--- src/sv/rrfc_pkg.sv ---
package rrfc_pkg;

	localparam int BYTE_W = 8;
	localparam int POS_W  = 9;
	localparam int OUT_W  = 112;

	localparam logic [7:0]  HEADER_BYTE     = 8'hFF;
	localparam logic [7:0]  OPCODE_TAG_READ = 8'h22;
	localparam logic [7:0]  LEN_UNKNOWN_REC = 8'h08;
	localparam logic [15:0] STATUS_KEEPALIVE = 16'h0400;
	localparam logic [15:0] STATUS_THROTTLE  = 16'h0504;
	localparam logic [15:0] CRC_INIT         = 16'hFFFF;

	localparam logic [2:0] KIND_TAG       = 3'd0;
	localparam logic [2:0] KIND_KEEPALIVE = 3'd1;
	localparam logic [2:0] KIND_THROTTLE  = 3'd2;
	localparam logic [2:0] KIND_UNKNOWN   = 3'd3;
	localparam logic [2:0] KIND_BAD_CRC   = 3'd4;
	localparam logic [2:0] KIND_BAD_OP    = 3'd5;

	typedef struct packed {
		logic [31:0] timestamp_ms;
		logic [23:0] frequency_khz;
		logic [7:0]  antenna_ports;
		logic signed [7:0] signal_strength;
		logic [7:0]  data_length;
		logic [15:0] frame_status;
		logic [7:0]  frame_opcode;
		logic [2:0]  frame_kind;
	} result_t;

endpackage

--- src/sv/rrfc_crc.sv ---
module rrfc_crc
	import rrfc_pkg::*;
(
	input  logic [15:0]       crc_cur,
	input  logic [BYTE_W-1:0] data,
	output logic [15:0]       crc_next
);

	localparam logic [15:0] NIB_TABLE [16] = '{
		16'h0000, 16'h1021, 16'h2042, 16'h3063, 16'h4084, 16'h50A5, 16'h60C6, 16'h70E7,
		16'h8108, 16'h9129, 16'hA14A, 16'hB16B, 16'hC18C, 16'hD1AD, 16'hE1CE, 16'hF1EF
	};

	logic [15:0] crc_mid;

	// high nibble first, then low nibble
	assign crc_mid  = {crc_cur[11:0], data[7:4]} ^ NIB_TABLE[crc_cur[15:12]];
	assign crc_next = {crc_mid[11:0], data[3:0]} ^ NIB_TABLE[crc_mid[15:12]];

endmodule

--- src/sv/rrfc_parser.sv ---
module rrfc_parser
	import rrfc_pkg::*;
(
	input  logic              clk,
	input  logic              arst_n,
	input  logic              step,
	input  logic [BYTE_W-1:0] data,
	output logic              fire,
	output result_t           res
);

	logic [POS_W-1:0] pos_q, pos_d;
	logic [7:0]  len_q, len_d;
	logic [7:0]  op_q, op_d;
	logic [15:0] status_q, status_d;
	logic [15:0] crc_q, crc_d, crc_upd;
	logic [7:0]  crc_hi_q, crc_hi_d;
	logic [7:0]  rssi_q, rssi_d;
	logic [7:0]  ant_q, ant_d;
	logic [23:0] freq_q, freq_d;
	logic [31:0] ts_q, ts_d;

	logic [POS_W-1:0] body_end;
	logic [POS_W-1:0] crc_hi_pos;
	logic             in_body;
	logic             in_payload;
	logic [2:0]       kind;
	logic             tag;

	rrfc_crc u_crc (
		.crc_cur  (crc_q),
		.data     (data),
		.crc_next (crc_upd)
	);

	assign body_end   = {1'b0, len_q} + POS_W'(4);
	assign crc_hi_pos = {1'b0, len_q} + POS_W'(5);
	assign in_body    = (pos_q != '0) && (pos_q <= body_end);
	assign in_payload = (pos_q >= POS_W'(5)) && (pos_q <= body_end);

	always_comb begin
		if ((crc_hi_q != crc_q[15:8]) || (data != crc_q[7:0])) begin
			kind = KIND_BAD_CRC;
		end else if (op_q != OPCODE_TAG_READ) begin
			kind = KIND_BAD_OP;
		end else if (len_q == '0) begin
			if (status_q == STATUS_KEEPALIVE) begin
				kind = KIND_KEEPALIVE;
			end else if (status_q == STATUS_THROTTLE) begin
				kind = KIND_THROTTLE;
			end else begin
				kind = KIND_UNKNOWN;
			end
		end else if (len_q == LEN_UNKNOWN_REC) begin
			kind = KIND_UNKNOWN;
		end else begin
			kind = KIND_TAG;
		end
	end

	assign tag  = (kind == KIND_TAG);
	assign fire = (pos_q != '0) && !in_body && (pos_q != crc_hi_pos);

	assign res.frame_kind      = kind;
	assign res.frame_opcode    = op_q;
	assign res.frame_status    = status_q;
	assign res.data_length     = len_q;
	assign res.signal_strength = tag ? rssi_q : '0;
	assign res.antenna_ports   = tag ? ant_q : '0;
	assign res.frequency_khz   = tag ? freq_q : '0;
	assign res.timestamp_ms    = tag ? ts_q : '0;

	always_comb begin
		pos_d    = pos_q;
		len_d    = len_q;
		op_d     = op_q;
		status_d = status_q;
		crc_d    = crc_q;
		crc_hi_d = crc_hi_q;
		rssi_d   = rssi_q;
		ant_d    = ant_q;
		freq_d   = freq_q;
		ts_d     = ts_q;
		if (pos_q == '0) begin
			if (data == HEADER_BYTE) begin
				pos_d    = POS_W'(1);
				len_d    = '0;
				op_d     = '0;
				status_d = '0;
				crc_d    = CRC_INIT;
				crc_hi_d = '0;
				rssi_d   = '0;
				ant_d    = '0;
				freq_d   = '0;
				ts_d     = '0;
			end
		end else if (in_body) begin
			crc_d = crc_upd;
			pos_d = pos_q + POS_W'(1);
			if (pos_q == POS_W'(1)) begin
				len_d = data;
			end else if (pos_q == POS_W'(2)) begin
				op_d = data;
			end else if (pos_q == POS_W'(3)) begin
				status_d = {data, status_q[7:0]};
			end else if (pos_q == POS_W'(4)) begin
				status_d = {status_q[15:8], data};
			end
			if (in_payload) begin
				if (pos_q == POS_W'(12)) begin
					rssi_d = data;
				end else if (pos_q == POS_W'(13)) begin
					ant_d = data;
				end else if ((pos_q >= POS_W'(14)) && (pos_q <= POS_W'(16))) begin
					freq_d = {freq_q[15:0], data};
				end else if ((pos_q >= POS_W'(17)) && (pos_q <= POS_W'(20))) begin
					ts_d = {ts_q[23:0], data};
				end
			end
		end else if (pos_q == crc_hi_pos) begin
			crc_hi_d = data;
			pos_d    = pos_q + POS_W'(1);
		end else begin
			pos_d = '0;
		end
	end

	always_ff @(posedge clk or negedge arst_n) begin
		if (!arst_n) begin
			pos_q <= '0;
		end else if (step) begin
			pos_q <= pos_d;
		end
	end

	always_ff @(posedge clk) begin
		if (step) begin
			len_q    <= len_d;
			op_q     <= op_d;
			status_q <= status_d;
			crc_q    <= crc_d;
			crc_hi_q <= crc_hi_d;
			rssi_q   <= rssi_d;
			ant_q    <= ant_d;
			freq_q   <= freq_d;
			ts_q     <= ts_d;
		end
	end

endmodule

--- src/sv/reader_response_frame_checker_unit.sv ---
// channel  | dir | beat contents
// s_axis   | in  | tdata[7:0] rx_byte
// m_axis   | out | tdata[111:0] one classification result per frame
//
// one byte per cycle sustained while no frame-ending byte waits for m_axis; a byte
// is held in the input register and its result, if any, is registered into the output
// register as it leaves; the frame state and crc update and the classification is made then
// bytes that end no frame keep flowing while a result waits on m_axis
// a frame-ending byte waits in the input register until m_axis is free
// arst_n clears the valids and returns the parser to header hunt
module reader_response_frame_checker_unit
	import rrfc_pkg::*;
(
	input  logic              clk,
	input  logic              arst_n,
	input  logic              s_axis_tvalid,
	output logic              s_axis_tready,
	input  logic [BYTE_W-1:0] s_axis_tdata,  // [7:0] rx_byte
	output logic              m_axis_tvalid,
	input  logic              m_axis_tready,
	// [2:0] frame_kind, [10:3] frame_opcode, [26:11] frame_status,
	// [34:27] data_length, [42:35] signal_strength, [50:43] antenna_ports,
	// [74:51] frequency_khz, [106:75] timestamp_ms, [111:107] zero
	output logic [OUT_W-1:0]  m_axis_tdata
);

	logic              valid_s1;
	logic [BYTE_W-1:0] byte_s1;
	logic              valid_s2;
	result_t           res_s2;
	result_t           res;
	logic              fire;
	logic              out_free;
	logic              advance;

	assign out_free      = !valid_s2 || m_axis_tready;
	assign advance       = valid_s1 && (!fire || out_free);
	assign s_axis_tready = !valid_s1 || advance;

	rrfc_parser u_parser (
		.clk    (clk),
		.arst_n (arst_n),
		.step   (advance),
		.data   (byte_s1),
		.fire   (fire),
		.res    (res)
	);

	always_ff @(posedge clk or negedge arst_n) begin
		if (!arst_n) begin
			valid_s1 <= 1'b0;
		end else if (s_axis_tvalid && s_axis_tready) begin
			valid_s1 <= 1'b1;
		end else if (advance) begin
			valid_s1 <= 1'b0;
		end
	end

	always_ff @(posedge clk) begin
		if (s_axis_tvalid && s_axis_tready) begin
			byte_s1 <= s_axis_tdata;
		end
	end

	always_ff @(posedge clk or negedge arst_n) begin
		if (!arst_n) begin
			valid_s2 <= 1'b0;
		end else if (advance && fire) begin
			valid_s2 <= 1'b1;
		end else if (m_axis_tready) begin
			valid_s2 <= 1'b0;
		end
	end

	always_ff @(posedge clk) begin
		if (advance && fire) begin
			res_s2 <= res;
		end
	end

	assign m_axis_tvalid = valid_s2;
	assign m_axis_tdata  = {5'd0, res_s2};

endmodule

--- config.mk ---
export PLATFORM = sky130hd
export DESIGN_NAME = reader_response_frame_checker_unit
export DESIGN_NICKNAME = d
export VERILOG_FILES = /design/src/sv/rrfc_pkg.sv /design/src/sv/rrfc_crc.sv /design/src/sv/rrfc_parser.sv /design/src/sv/reader_response_frame_checker_unit.sv
export SDC_FILE = /design/constraint.sdc
export NUM_CORES = 1
export LEC_CHECK = 0
export ABC_AREA = 1
export ABC_CLOCK_PERIOD_IN_PS = 11200
export BUFFER_PORTS_ARGS = -buffer_cell sky130_fd_sc_hd__buf_4
export CAP_MARGIN = 15
export CORE_ASPECT_RATIO = 1.25
export CORE_MARGIN = 2
export CORE_UTILIZATION = 35
export DETAILED_ROUTE_END_ITERATION = 12
export PLACE_DENSITY = 0.62
export SLEW_MARGIN = 20
export SYNTH_ARGS = -nofsm -noshare
export SYNTH_HDL_FRONTEND = slang
export SYNTH_SLANG_ARGS = --single-unit
--- constraint.sdc ---
create_clock -name clk -period 11.2 [get_ports clk]
set_input_delay 0.56 -clock clk [delete_from_list [all_inputs] [get_ports clk]]
set_output_delay 0.56 -clock clk [all_outputs]
set_load 0.02 [all_outputs]
# Word-level counts from Yosys, hierarchy flattened
# Memory sizes are Yosys's and may differ from the RTL's.
# Index checks and enable logic that the tools add are counted.
[totals]
register_bits = 254
romBits = 512
in_bits = 12
output_inout_bits = 114
elab_cells = 170
n_memories = 2
[mem_list]
columns = ["memory", "depth", "word_bits", "rd", "rd_clocked_by_memory_dff", "wr", "line_no", "text"]
rows = [
  ["(name not given)", 16, 16, 1, 0, 0, "rrfc_crc.sv:18", "assign crc_next = {crc_mid[11:0], data[3:0]} ^ NIB_TABLE[crc_mid[15:12]];"],
  ["(name not given)", 16, 16, 1, 0, 0, "rrfc_crc.sv:17", "assign crc_mid = {crc_cur[11:0], data[7:4]} ^ NIB_TABLE[crc_cur[15:12]];"],
]
[op_classes]
add_sub_neg = 3
magnitude_cmp = 8
n_eq_ne = 23
muxes = 63
n_bitwise = 4
n_reduce_logical = 45
[op_table]
columns = ["op", "n"]
rows = [
  ["2-to-1 mux 32 bit", 8],
  ["2-to-1 mux 16 bit", 13],
  ["2-to-1 mux 24 bit", 7],
  ["2-to-1 mux 8 bit", 21],
  ["2-to-1 mux 9 bit", 4],
  ["equality test 16 x 11 -> 1 bit, second input constant", 2],
  ["bitwise XOR 16 bit", 2],
  ["nonzero test 2 bit", 13],
  ["adder 8 x 3 -> 9 bit, second input constant", 2],
  ["equality test 9 x 2 -> 1 bit, second input constant", 2],
  ["equality test 9 x 4 -> 1 bit, second input constant", 2],
  ["<= comparator 9 x 5 -> 1 bit, second input constant", 2],
  ["!= test 8 bit", 2],
  ["AND reduction 7 bit", 2],
  ["2-to-1 mux 3 bit", 4],
  ["!= test 2 x 1 -> 1 bit, second input constant", 6],
  ["AND reduction 6 bit", 2],
  ["greater-or-equal comparator 5 bit, second input constant", 2],
  ["inverter 4 -> 5 bit", 2],
  ["AND reduction 5 bit", 2],
  ["adder 9 x 1 -> 9 bit, second input constant", 1],
  ["equality test 9 x 1 -> 1 bit, second input constant", 1],
  ["equality test 9 x 3 -> 1 bit, second input constant", 1],
  ["equality test 9 bit", 1],
  ["22 further kinds", 42],
]

# Logic depth before layout (Yosys ltp)
[depth]
ltp_word = 12
depth_mapped = 17
mapped_depth_nobuf = 17

# Modules after synthesis
# From an unflattened synthesis, not the netlist that was laid out.
[unflattened]
hier_cells = 962
hier_area_um2 = 10860.4
[modules_own_cells]
columns = ["mod", "instances", "cells_per_inst", "area_each_um2", "seq_area_each_um2"]
rows = [
  ["rrfc_parser", 1, 718, 6830.3, 4068.9],
  ["reader_response_frame_checker_unit", 1, 136, 3604.7, 3503.4],
  ["rrfc_crc", 1, 108, 425.4, 0.0],
]

# Worst setup path before layout
# No wires, ideal clock.
[synth_timing]
kind = "register to register"
start = "register u_parser.len_q[2]"
end = "register res_s2 (netlist bit m_axis_tdata[0]), enable pin"
setup_time_ns = 0.574
t_arrival_ns = 6.413
t_required_ns = 10.626
path_slack_ns = 4.213
path_stages_with_launch = 15
path_buffers = 0
synth_period_minus_slack_ns = 6.987
path_cell_list = "edfxtp_1 > ha_1 > inv_1 > nor2_1 > xor2_1 > ha_1 > nand2_1 > nand2_1 > a21oi_1 > nand3_1 > nand2_1 > inv_1 > nand4_2 > nand2_1 > nor2_1"
[synth_between]
elab_chain_len = 10
word_cells_on_any_way = 12
classes_between = "2 x add/sub; 1 x order compare; 1 x eq/ne; 8 x reduce/logical"
[synth_lines]
columns = ["item", "line_no", "text"]
rows = [
  ["from (decl)", "rrfc_parser.sv:13", "logic [7:0] len_q, len_d;"],
  ["from (signal assigned)", "rrfc_parser.sv:138", "len_q <= len_d;"],
  ["adder 8 x 3 -> 9 bit", "rrfc_parser.sv:36", "assign body_end = {1'b0, len_q} + POS_W'(4);"],
  ["<= comparator 9 bit", "rrfc_parser.sv:38", "assign in_body = (pos_q != '0) && (pos_q <= body_end);"],
  ["logical AND 1 bit", "rrfc_parser.sv:38", ""],
  ["zero test 1 bit", "rrfc_parser.sv:62", "assign fire = (pos_q != '0) && !in_body && (pos_q != crc_hi_pos);"],
  ["logical AND 1 bit", "rrfc_parser.sv:62", ""],
  ["logical AND 1 bit *", "rrfc_parser.sv:62", ""],
  ["zero test 1 bit", "reader_response_frame_checker_unit.sv:37", "assign advance = valid_s1 && (!fire || out_free);"],
  ["logical OR 1 bit", "reader_response_frame_checker_unit.sv:37", ""],
  ["logical AND 1 bit", "reader_response_frame_checker_unit.sv:37", ""],
  ["logical AND 1 bit *", "reader_response_frame_checker_unit.sv:76", "if (advance && fire) begin"],
  ["to (signal assigned)", "reader_response_frame_checker_unit.sv:77", "res_s2 <= res;"],
  ["to (decl)", "reader_response_frame_checker_unit.sv:30", "result_t res_s2;"],
]
# Mark *: on every way between the ends. The rest lies on a longest branch, timed or not.
# A chain may end at the register's enable or synchronous reset.

# Worst setup path in the final report
[layout_timing]
start = "register u_parser.len_q[4]"
end = "register res_s2 (netlist bit m_axis_tdata[101]), enable pin"
# The elaborated chain is that of the path after synthesis.

==> flow_metrics.env <==
export IMPL_cap_violations=0
export IMPL_power_switching_uw=981
export IMPL_crit_start="u_parser.len_q[4]$_DFFE_PP_"
export IMPL_clk_latency_ns=0.53
export IMPL_ir_drop_v=0.000102
export IMPL_drv_slew=0
export IMPL_post_drt_wl_per_cell_um=15.6
export IMPL_min_delay_start="s_axis_tdata[2]"
export IMPL_ios=126
export IMPL_fin_nets=1051
export IMPL_start_util=0.354
export IMPL_p_per_area_nw_per_um2=227
export IMPL_multi_input_area_um2=2630
export IMPL_mappedNetlistArea_um2=10900
export IMPL_drc=0
export IMPL_yosys_most_used_dff="edfxtp_1"
export IMPL_die_w_um=162
export IMPL_htree_levels=1
export IMPL_worstPathArrival_ns=4.54
export IMPL_area_growth_pct=18.4
export IMPL_die_y_um=201
export IMPL_setup_tns_final_ns=0
export IMPL_ys_async_sr_fraction=0.0433
export IMPL_combPwrFrac=0.264
export IMPL_syn_avg_cell_area_um2=12.2
export IMPL_setup_viol_count_final=0
export IMPL_fmax_ghz=0.228
export IMPL_clock_path_buffers=3
export IMPL_cp_required_ns=11.35
export IMPL_internal_power_mw=1.94
export IMPL_drive_above_1_share=0.249
export IMPL_clk_pin_slew_worst_paths_ns=0.06
export IMPL_p_leak_nw=4.94
export IMPL_rsz0062_at_grt="no"
export IMPL_diodes=0
export IMPL_outcome="completed"
export IMPL_critPathMostFrequentCell="nand2_1"
export IMPL_ys_seq_elements=254
export IMPL_first_iter_violations=329
export IMPL_antenna_found_initial=0
export IMPL_r2r_start="u_parser.len_q[4]$_DFFE_PP_"
export IMPL_timing_critical_path_buf_inv=3
export IMPL_path_delay_family="simple AND/OR/NAND/NOR gates"
export IMPL_start_kind="flop"
export IMPL_gp_congestion=0.855
export IMPL_synth_edff_count=243
export IMPL_placed_cells=1401
export IMPL_rows=72
export IMPL_grt_max_degree=84
export IMPL_cts_tree="yes"
export IMPL_dieArea_um2=32600
export IMPL_dp_hpwl_um=15700
export IMPL_hold_violations=0
export IMPL_synth_distinct_cells=41
export IMPL_grt_overflow=0
export IMPL_routed_wirelength_um=22600
export IMPL_yosys_warnings=0
export IMPL_numCtsBuffers=24
export IMPL_cts_root_buf="clkbuf_16"
export IMPL_finalCritPeriodShare=0.392
export IMPL_ant_nets=0
export IMPL_core_um2=30800
export IMPL_vias_per_cell=4.47
export IMPL_io_buffer_count=120
export IMPL_crit_type="reg2reg"
export IMPL_via_count=6457
export IMPL_worst_pin_slew_ns=0.959
export IMPL_path_cells="nand2_1, nor2_1, nand2_1, xor2_1, ha_1, nand2_1, inv_1, a21oi_1, nand3_1, nand2_1, inv_1, nand4_2, nand2_1, nor2_4, buf_4"
export IMPL_fin_crit_ns=4.39
export IMPL_clock_sinks=254
export IMPL_pwr_share_seq=0.476
export IMPL_hold_path_class="in2reg"
export IMPL_ctsResizeCount=0
export IMPL_swShare=0.336
export IMPL_relSlewSlack=0.360
export IMPL_register_area_um2=7570
export IMPL_cp_slowest_stage_delay_ns=0.87
export IMPL_fin_skew_ns=0.0192
export IMPL_fin_cells=1444
export IMPL_power_clock_fraction=0.260
export IMPL_grt_pass1_wl_um=35100
export IMPL_critPathSlowestCell="buf_4"
export IMPL_nFillCells=2877
export IMPL_grt_pass1_vias=6362
export IMPL_cp_end_kind="flop"
export IMPL_yosysSeqAreaShare=0.695
export IMPL_dr_pass1_iters=4
export IMPL_synth_cells=892
export IMPL_grt_usage=0.137
export IMPL_worstPathMaxFanout=77
-- flip-flops by register name, summed over array words and instances, names as in the netlist, 9 cells and up --
register           cells
m_axis_tdata         107
u_parser.ts_q         32
u_parser.freq_q       24
u_parser.crc_q        16
u_parser.status_q     16
u_parser.pos_q         9
-- placed cells by master, fill, tap and decap left out, types with 2 or more instances in the layout --
cell type / instances
edfxtp_1: 243
inv_1: 128
buf_4: 126
nor2_1: 125
nand2_1: 122
nor2_2: 53
nand3_1: 25
clkbuf_16: 24
nor3_1: 20
xor2_1: 18
ha_1: 18
xnor2_1: 16
dfrtp_1: 11
nand4_1: 9
nor3_2: 8
or2_2: 8
o21ai_2: 8
a21oi_1: 7
inv_2: 7
o21ai_0: 7
clkinv_2: 7
conb_1: 5
nor2_4: 4
clkinv_1: 4
nor4_1: 3
clkbuf_1: 3
nand3b_1: 2
o31ai_1: 2
nand3_2: 2
o21ai_1: 2
nand3_4: 2
o22ai_1: 2
clkinv_4: 2
-- power by group through the flow --
stage	logic, mW	registers [mW]	clock network [mW]
2_1_floorplan	0.567	1.40	0
3_3_place_gp	0.766	1.41	0
3_5_place_dp	0.774	1.41	0
4_1_cts	0.778	1.39	0.780
5_1_grt	0.870	1.41	0.814
6_report	0.771	1.39	0.760
-- repair_timing --
action                     CTS  global route
setup endpoints to repair    0             0
setup buffers                0             0
hold buffers                 1             0
hold endpoints to repair    11             0
-- layout make-up --
type                       count  area share
clock buffer                  27      0.0474
clock inverter                15     0.00892
inverter                     136      0.0396
multi-input combinational    478       0.204
sequential                   254       0.587
tap                          407      0.0395
timing repair buffer         127      0.0741
-- layer usage --
layer	wire length (um)	track usage	vias up
met5	0	0	-
met4	518	0.0484	0
met3	1120	0.0194	28
met2	11100	0.231	158
met1	9830	0.182	3080
li1	-	-	3191
-- worst register-to-register path, stage by stage (launching register included) --
cell,delay [ns]
edfxtp_1,0.48
nand2_1,0.14
nor2_1,0.19
nand2_1,0.09
xor2_1,0.16
ha_1,0.29
nand2_1,0.09
inv_1,0.05
a21oi_1,0.15
nand3_1,0.09
nand2_1,0.10
inv_1,0.11
nand4_2,0.15
nand2_1,0.21
nor2_4,0.75
buf_4,0.90
-- cell usage after synthesis, types with 2 or more instances --
master / count / share of area
o31ai_1: 2 / 0.0014
nor2_1: 126 / 0.043
nand4_1: 9 / 0.0052
o21ai_0: 7 / 0.0032
xnor2_1: 16 / 0.013
nor2_4: 3 / 0.0031
or2_2: 8 / 0.0046
nor3_2: 5 / 0.0046
o21ai_2: 8 / 0.0064
o22ai_1: 2 / 0.0011
nand3b_1: 2 / 0.0014
nand2_1: 122 / 0.042
buf_2: 11 / 0.0051
a21oi_1: 7 / 0.0032
nand3_2: 2 / 0.0018
nand3_4: 2 / 0.0032
dfrtp_1: 11 / 0.025
nor2_2: 53 / 0.030
edfxtp_1: 243 / 0.67
xor2_1: 18 / 0.014
nand3_1: 25 / 0.011
ha_1: 18 / 0.021
o21ai_1: 2 / 0.00092
inv_1: 128 / 0.044
nor3_1: 23 / 0.011
nor4_1: 3 / 0.0017
inv_2: 7 / 0.0024
buf_6: 10 / 0.010
buf_4: 7 / 0.0048
-- cell families (layout without fill, tap and decap cells) --
group / Yosys count / in the layout / synth area share
AOI/OAI and AO/OA: 32 / 32 / 0.0191
xor gates and xnor gates: 34 / 34 / 0.0273
adders and majority gates: 18 / 18 / 0.0207
buffers and inverters: 164 / 305 / 0.0671
DFF: 254 / 254 / 0.695
other: 1 / 5 / 0.000344
and+or+nand+nor: 389 / 389 / 0.170
-- through the flow --
| stage | area, um2 | power [mW] | setup slack, ns | utilization | hold WS [ns] |
|---|---|---|---|---|---|
| after global routing | 12900 | 3.09 | 6.41 | 0.419 | 0.180 |
| after floorplan | 10900 | 1.96 | 4.21 | - | 0.264 |
| after CTS | 12900 | 2.95 | 6.78 | 0.419 | 0.173 |
| after global placement | 12200 | 2.18 | 6.88 | 0.395 | 0.401 |
| final | 12900 | 2.92 | 6.81 | 0.419 | 0.204 |
| after detailed placement | 12200 | 2.19 | 6.78 | 0.395 | 0.407 |
-- path summary, 6_finish.rpt --
check | end | slack, ns | cells past startpoint
max | m_axis_tdata[101]$_SDFFCE_PP0P_ | 6.81 | 15
min | byte_s1[2]$_DFFE_PP_ | 0.20 | 1
max reg2reg | m_axis_tdata[101]$_SDFFCE_PP0P_ | 6.81 | 15
min reg2reg | m_axis_tdata[26]$_DFFE_PP_ | 0.45 | 0
max in group asynchronous | u_parser.pos_q[6]$_DFFE_PN0P_ | 10.65 | 2
min in group asynchronous | u_parser.pos_q[2]$_DFFE_PN0P_ | 0.40 | 2
Note: power is estimated with default switching activity, not from simulation.
